--- config.mk ---
export PLATFORM = sky130hd
export DESIGN_NAME = npba_ctrl
export DESIGN_NICKNAME = d
export VERILOG_FILES = /design/src/rtl/core/npba_pkg.sv /design/src/rtl/core/npba_ctrl.sv
export SDC_FILE = /design/constraint.sdc
export NUM_CORES = 1
export LEC_CHECK = 0
export BUFFER_PORTS_ARGS = -buffer_cell sky130_fd_sc_hd__buf_2
export CORE_AREA = 2 2 39 41
export DETAILED_ROUTE_END_ITERATION = 10
export DIE_AREA = 0 0 41 43
export GPL_ROUTABILITY_DRIVEN = 1
export HOLD_SLACK_MARGIN = 0.15
export SLEW_MARGIN = 10
export SYNTH_ARGS = -nofsm -noshare
export SYNTH_HDL_FRONTEND = slang
export SYNTH_SLANG_ARGS = --single-unit
--- constraint.sdc ---
create_clock -name clk -period 1.8 [get_ports clk]
set_input_delay 0.36 -clock clk [delete_from_list [all_inputs] [get_ports clk]]
set_output_delay 0.36 -clock clk [all_outputs]
set_load 0.02 [all_outputs]
--- src/rtl/core/npba_pkg.sv ---
// shared types, constants and helpers of the nat port bitmap allocator
package npba_pkg;

  // bitmap geometry
  localparam int WORDS_PER_ADDR = 1024;
  localparam int WORD_W         = 64;
  localparam int WORD_IDX_W     = 10;
  localparam int RESERVED_WORDS = 16;
  localparam int SCAN_WORDS     = WORDS_PER_ADDR - RESERVED_WORDS;
  localparam int NUM_ADDRS_DEF  = 4;

  // field widths
  localparam int ADDR_W   = 32;
  localparam int PORT_W   = 16;
  localparam int CNT_W    = 32;
  localparam int CFG_IDX_W = 2;
  localparam int CFG_W    = 32;

  // request codes
  localparam logic CMD_ALLOC   = 1'b0;
  localparam logic CMD_RELEASE = 1'b1;

  // result status codes
  typedef logic [1:0] status_t;
  localparam status_t ST_ALLOCATED = 2'd0;
  localparam status_t ST_RELEASED  = 2'd1;
  localparam status_t ST_EXHAUSTED = 2'd2;
  localparam status_t ST_REJECTED  = 2'd3;

  // configuration register indexes
  localparam logic [CFG_IDX_W-1:0] CFG_POOL_ENABLED    = 2'd0;
  localparam logic [CFG_IDX_W-1:0] CFG_POOL_FIRST_ADDR = 2'd1;
  localparam logic [CFG_IDX_W-1:0] CFG_POOL_LAST_ADDR  = 2'd2;

  // controller to datapath commands
  typedef struct packed {
    logic    clr_en;      // write zero at the clear pointer
    logic    load_in;     // capture the input item
    logic    rd_port;     // read the word holding port_arg
    logic    scan_init;   // set up the fallback scan
    logic    scan_step;   // read the next scan word, check the previous one
    logic    pref_claim;  // set the preferred port bit
    logic    release_w;   // clear the port bit
    logic    scan_claim;  // set the lowest free bit of the hit word
    logic    res_fixed;   // result without a port
    status_t res_code;
    logic    out_load;    // move the result into the output register
  } ctrl_cmd_t;

  // datapath to controller status
  typedef struct packed {
    logic clr_last;
    logic req_ok;
    logic is_release;
    logic port_reserved;
    logic pref_free;
    logic scan_hit;
    logic scan_end;
    logic out_free;
  } ctrl_sts_t;

  // index of the lowest clear bit, searched by byte then by bit
  function automatic logic [5:0] lowest_zero(input logic [WORD_W-1:0] w);
    logic [7:0] grp_nf;
    logic [2:0] g;
    logic [7:0] byt;
    logic [2:0] b;
    for (int i = 0; i < 8; i++) begin
      grp_nf[i] = ~&w[i*8 +: 8];
    end
    g = 3'd0;
    for (int i = 7; i >= 0; i--) begin
      if (grp_nf[i]) g = 3'(i);
    end
    byt = w[g*8 +: 8];
    b = 3'd0;
    for (int i = 7; i >= 0; i--) begin
      if (!byt[i]) b = 3'(i);
    end
    return {g, b};
  endfunction

endpackage

--- src/rtl/core/npba_ctrl.sv ---
// request sequencer of the nat port bitmap allocator
module npba_ctrl (
  input  logic                clk,
  input  logic                rst_n,
  input  logic                in_valid,
  output logic                in_ready,
  input  npba_pkg::ctrl_sts_t sts,
  output npba_pkg::ctrl_cmd_t cmd
);
  import npba_pkg::*;

  localparam logic [2:0] S_CLEAR = 3'd0;
  localparam logic [2:0] S_IDLE  = 3'd1;
  localparam logic [2:0] S_CHK   = 3'd2;
  localparam logic [2:0] S_DISP  = 3'd3;
  localparam logic [2:0] S_PREF  = 3'd4;
  localparam logic [2:0] S_SCAN  = 3'd5;
  localparam logic [2:0] S_DONE  = 3'd6;

  logic [2:0] state_r;
  logic [2:0] state_nxt;

  // state register
  always_ff @(posedge clk) begin
    if (!rst_n) begin
      state_r <= S_CLEAR;
    end else begin
      state_r <= state_nxt;
    end
  end

  // next state and commands
  always_comb begin
    state_nxt = state_r;
    cmd       = '0;
    in_ready  = 1'b0;
    unique case (state_r)
      S_CLEAR: begin
        cmd.clr_en = 1'b1;
        if (sts.clr_last) state_nxt = S_IDLE;
      end
      S_IDLE: begin
        in_ready = 1'b1;
        if (in_valid) begin
          cmd.load_in = 1'b1;
          state_nxt   = S_CHK;
        end
      end
      S_CHK: begin
        state_nxt = S_DISP;
      end
      S_DISP: begin
        if (!sts.req_ok || (sts.is_release && sts.port_reserved)) begin
          cmd.res_fixed = 1'b1;
          cmd.res_code  = ST_REJECTED;
          state_nxt     = S_DONE;
        end else if (sts.is_release) begin
          cmd.rd_port = 1'b1;
          state_nxt   = S_PREF;
        end else begin
          cmd.scan_init = 1'b1;
          if (sts.port_reserved) begin
            state_nxt = S_SCAN;
          end else begin
            cmd.rd_port = 1'b1;
            state_nxt   = S_PREF;
          end
        end
      end
      S_PREF: begin
        if (sts.is_release) begin
          cmd.release_w = 1'b1;
          state_nxt     = S_DONE;
        end else if (sts.pref_free) begin
          cmd.pref_claim = 1'b1;
          state_nxt      = S_DONE;
        end else begin
          state_nxt = S_SCAN;
        end
      end
      S_SCAN: begin
        if (sts.scan_hit) begin
          cmd.scan_claim = 1'b1;
          state_nxt      = S_DONE;
        end else if (sts.scan_end) begin
          cmd.res_fixed = 1'b1;
          cmd.res_code  = ST_EXHAUSTED;
          state_nxt     = S_DONE;
        end else begin
          cmd.scan_step = 1'b1;
        end
      end
      S_DONE: begin
        if (sts.out_free) begin
          cmd.out_load = 1'b1;
          state_nxt    = S_IDLE;
        end
      end
      default: begin
        state_nxt = S_CLEAR;
      end
    endcase
  end

endmodule

* Word-level counts from Yosys, hierarchy flattened
Index checks and enable logic that the tools add are counted.
Cells by class: equality and inequality tests 10, multiplexer cells 35, reduce and logical (&&, ||, !) cells 5
Operators by type and width (number):
- 2-to-1 mux 3 bit | 11
- case mux 3 bit (7 select lines) | 1
- 2-to-1 mux 1 bit | 18
- == test 3 bit, second input constant | 3
- 2-to-1 mux 2 bit | 4
- == test 3 x 2 -> 1 bit, second input constant | 2
- inequality test 2 bit, second input constant | 3
- case mux 3 bit (2 select lines) | 1
- AND reduction 4 bit | 1
- == test 3 x 1 -> 1 bit, second input constant | 1
- logical NOT 3 bit | 1
- inequality test 3 bit, second input constant | 1
- logical AND 1 bit | 1
- logical NOT 1 bit | 1
- logical OR 1 bit | 1
Word-level totals: logic and storage cells 51, bits in registers 3, input port bits 11

* Logic depth before layout (Yosys ltp)
depth in word-level cells 4, depth in mapped cells 5

* Worst setup path before layout
OpenSTA, ideal clock, no wires.
kind register to output, start point register state_r[2], end point output port cmd[3] in the netlist's numbering, setup slack 0.156 ns, path buffers 2, data arrival time 1.284 ns, cell stages (with the launch flop) 6, cell sequence dfxtp_1 clkbuf_1 nand3b_1 o22ai_1 and2_1 buf_4
RTL lines:
- start, declared | RTL line npba_ctrl.sv:20 | logic [2:0] state_r;
- start signal, assigned | RTL line npba_ctrl.sv:28 | state_r <= state_nxt;
- end, declared | RTL line npba_ctrl.sv:8 | output npba_pkg::ctrl_cmd_t cmd

==> impl_results.md <==
- Status: finished clean
- Area leader, netlist: dfxtp_1
- Placed cell count: 86
- Reg-to-reg critical path startpoint: state_r[1]
- Largest registers: state_r: 3 flops
- Slew headroom: 77.0%
- Pin count of the biggest net entering global routing: 14
- Worst reg2reg path endpoint: state_r[1]
- Synth Cell Area: 345 um2
- Die width: 41 um
- Routed len/inst: 9.81 um
- Clock transition at path regs: 30 ps
- # diodes: 0
- Largest reg by FF count: state_r
- DIE HEIGHT: 43 um
- R2R setup slack: 470 ps
- Hold endpoint: state_r[2]
- Min Tclk post-route: 1680 ps
- PD cells: 1090 nW/um2
- Post-DRT Antenna Nets: 0
- Final nets: 86
- DRC viols: 0
- Synth unique cells: 30
- DRC marker count from the first detailed-route iteration: 8
- GR Util All Layers: 9.63%
- TNS Setup: 0 ps
- Crit end category: output port
- Clock Power Share: 21.0%
- Hold Crit Class: input pin to flip-flop
- Total power: 0.545 mW
- CP max FO: 13
- Critical Path Start Type: flip-flop
- CTS tree: yes
- Max Cap Viol: 0
- CTS Buf Count: 3
- Final Max Tran Viols: 0
- RSZ-0062 raised after global routing: false
- Gr ovfl total: 0
- Final worst-path cycle share: 93.5%
- Post-Syn Nets: 60
- Cells after Synth: 49
- R2R depth: 4
- Bufs on Longest Clock Path: 2
- PortBufs: 23
- Final std cells w/o fill: 90
- Hold Startpoint: rst_n
- NetSw: 0.244 mW
- Critical path's slowest cell: dfxtp_1
- Global-route wire length before repair: 1150 um
- Fin. Hold Viols: 0
- Initial antenna violation count: 0
- Clk sinks: 3
- Via density: 4.83
- Final setup fails: 0
- Share of the synthesized area in the top cell type: 17.4%
- Crit-path cells: nand2b_1, o22ai_1, and2_1, buf_2
- Max VDD drop: 0.000441 V
- Sequential share of the synthesized area: 17.4%
- H-tree Lvls: 1
- Layout Skew: 1.14 ps
- Avg Inst Size Synth: 7.05 um2
- Leak: 0.243 nW
- Layout area overhead: 45.3%
- Ys Warns: 0
- Detailed Routing Iterations Pass 1: 4
- CP peak stage delay: 510 ps
- Hold depth: 2
- Measured slew at the worst slew-check pin: 344 ps
- Crit Path Class: flip-flop to output port
- Power share of the combinational group: 56.2%
- Setup crit start: state_r[2]
- Dpl hpwl: 751 um
- Area contributors post-synth: dfxtp_1 (17%), nor2_1 (6.5%), and4b_1 (5.8%)
- Worst-skew pair later-pin latency: 230 ps
- Flop pwr share: 22.7%
- Largest register FFs: 3
- Placer's final routability congestion estimate: 0.706
- Final Util: 36.3%
- Sw frac: 44.7%
- Rows: 14
- Clock Root Buffer: clkbuf_4
- Initial core utilization: 25.0%
- Routed wire length: 883 um
- Crit path buf inv count: 1
- Core area: 1380 um2
- CP Data Required Time: 1440 ps
- I/O pins: 24
- Hold_buf cts: 0
- Largest delay share family, worst path: flip-flops
- Critical Path AT: 1320 ps
- Post-synthesis register bit count: 3
- Vias in the first global route: 313
- Vias: 435
- Fmax: 594 MHz
- Share of layout cells above drive strength 1: 41.9%
- Die ar.: 1760 um2
- Int Pwr: 0.302 mW
==> cell type report <==
type / instances / area (um2)
Inverter: 1 / 3.75
Clock buffer: 4 / 26.3
Multi-Input combinational cell: 41 / 260
Timing Repair Buffer: 25 / 130
Tap cell: 16 / 20.0
Sequential cell: 3 / 61.3
Fill cell: 152 / 882
==> cells in the final DEF (no fill, tap or decap), drive strengths merged <==
cell type,netlist,layout
and4b,2,2
mux2i,1,1
nor4b,2,2
nand3,1,1
o21ai,2,2
nand4b,1,1
or3,1,1
nor2,6,6
nor2b,2,2
nand2,4,4
clkbuf,1,4
buf,3,25
o21a,2,2
nand2b,2,2
dfxtp,3,3
o211ai,2,2
and3,1,1
and2,2,2
o22ai,1,1
a21oi,3,3
inv,1,1
nor3b,1,1
a2111oi,1,1
nand3b,1,1
nor3,2,2
a21boi,1,1
==> cell usage after synthesis (all sizes together) <==
library cell,number
or3,1
nor3,2
and2,2
mux2i,1
a21boi,1
nor3b,1
and4b,2
nor4b,2
o211ai,2
dfxtp,3
nand2,4
a21oi,3
o21ai,2
nor2,6
nor2b,2
nand4b,1
inv,1
and3,1
nand3b,1
buf,3
nand2b,2
a2111oi,1
o21a,2
o22ai,1
clkbuf,1
nand3,1
==> how the worst max path moves through the flow <==
stage	slack, ps	end	depth (start not counted)
2_1_floorplan	160	cmd[3]	5
3_3_place_gp	280	cmd[7]	3
3_5_place_dp	270	cmd[2]	5
4_1_cts	40	cmd[7]	3
5_1_grt	7	cmd[2]	4
6_report	120	cmd[2]	4
==> power groups by stage <==
stage          combinational, mW  clock, mW  sequential, mW
5_1_grt                    0.343      0.124           0.130
2_1_floorplan              0.236          0           0.107
6_report                   0.307      0.115           0.124
4_1_cts                    0.311      0.123           0.122
3_3_place_gp               0.308          0           0.121
3_5_place_dp               0.311          0           0.123
==> what timing repair did <==
item | in CTS | in global routing
endpoints found under the hold margin | 0 | 0
endpoints found under the setup margin | 0 | 3
setup buffers | 0 | 0
gates resized for setup | 0 | 1
==> worst register-to-register path, delay by kind of cell, from the launching register on <==
kind / cells / cell delay [ps]
compound gates: 1 / 170
flops: 1 / 420
simple gates: 3 / 660
==> per-layer routing <==
metal	global-route usage [%]	routed length (um)	up-vias	share of wire, %
met3	1.57	69	0	7.8
met1	9.94	353	189	40
met5	0	0	-	0
met2	16.6	461	15	52
met4	6.00	0	0	0
li1	-	-	231	-
==> kinds of logic after synthesis <==
group | share of synthesized area (%)
DFF | 17.4
AOI/OAI and AO/OA | 22.5
buffers and inverters | 7.25
muxes | 2.90
and+or+nand+nor | 50.0
==> stage by stage <==
step                      area, um2  setup WS [ps]  hold slack, ps
final                           502            118             425
after floorplan                 345            156             475
after global placement          474            277             655
after detailed placement        474            274             665
after CTS                       500           44.9             421
after global routing            502           7.10             446
Note: power is estimated with default switching activity, not from simulation.
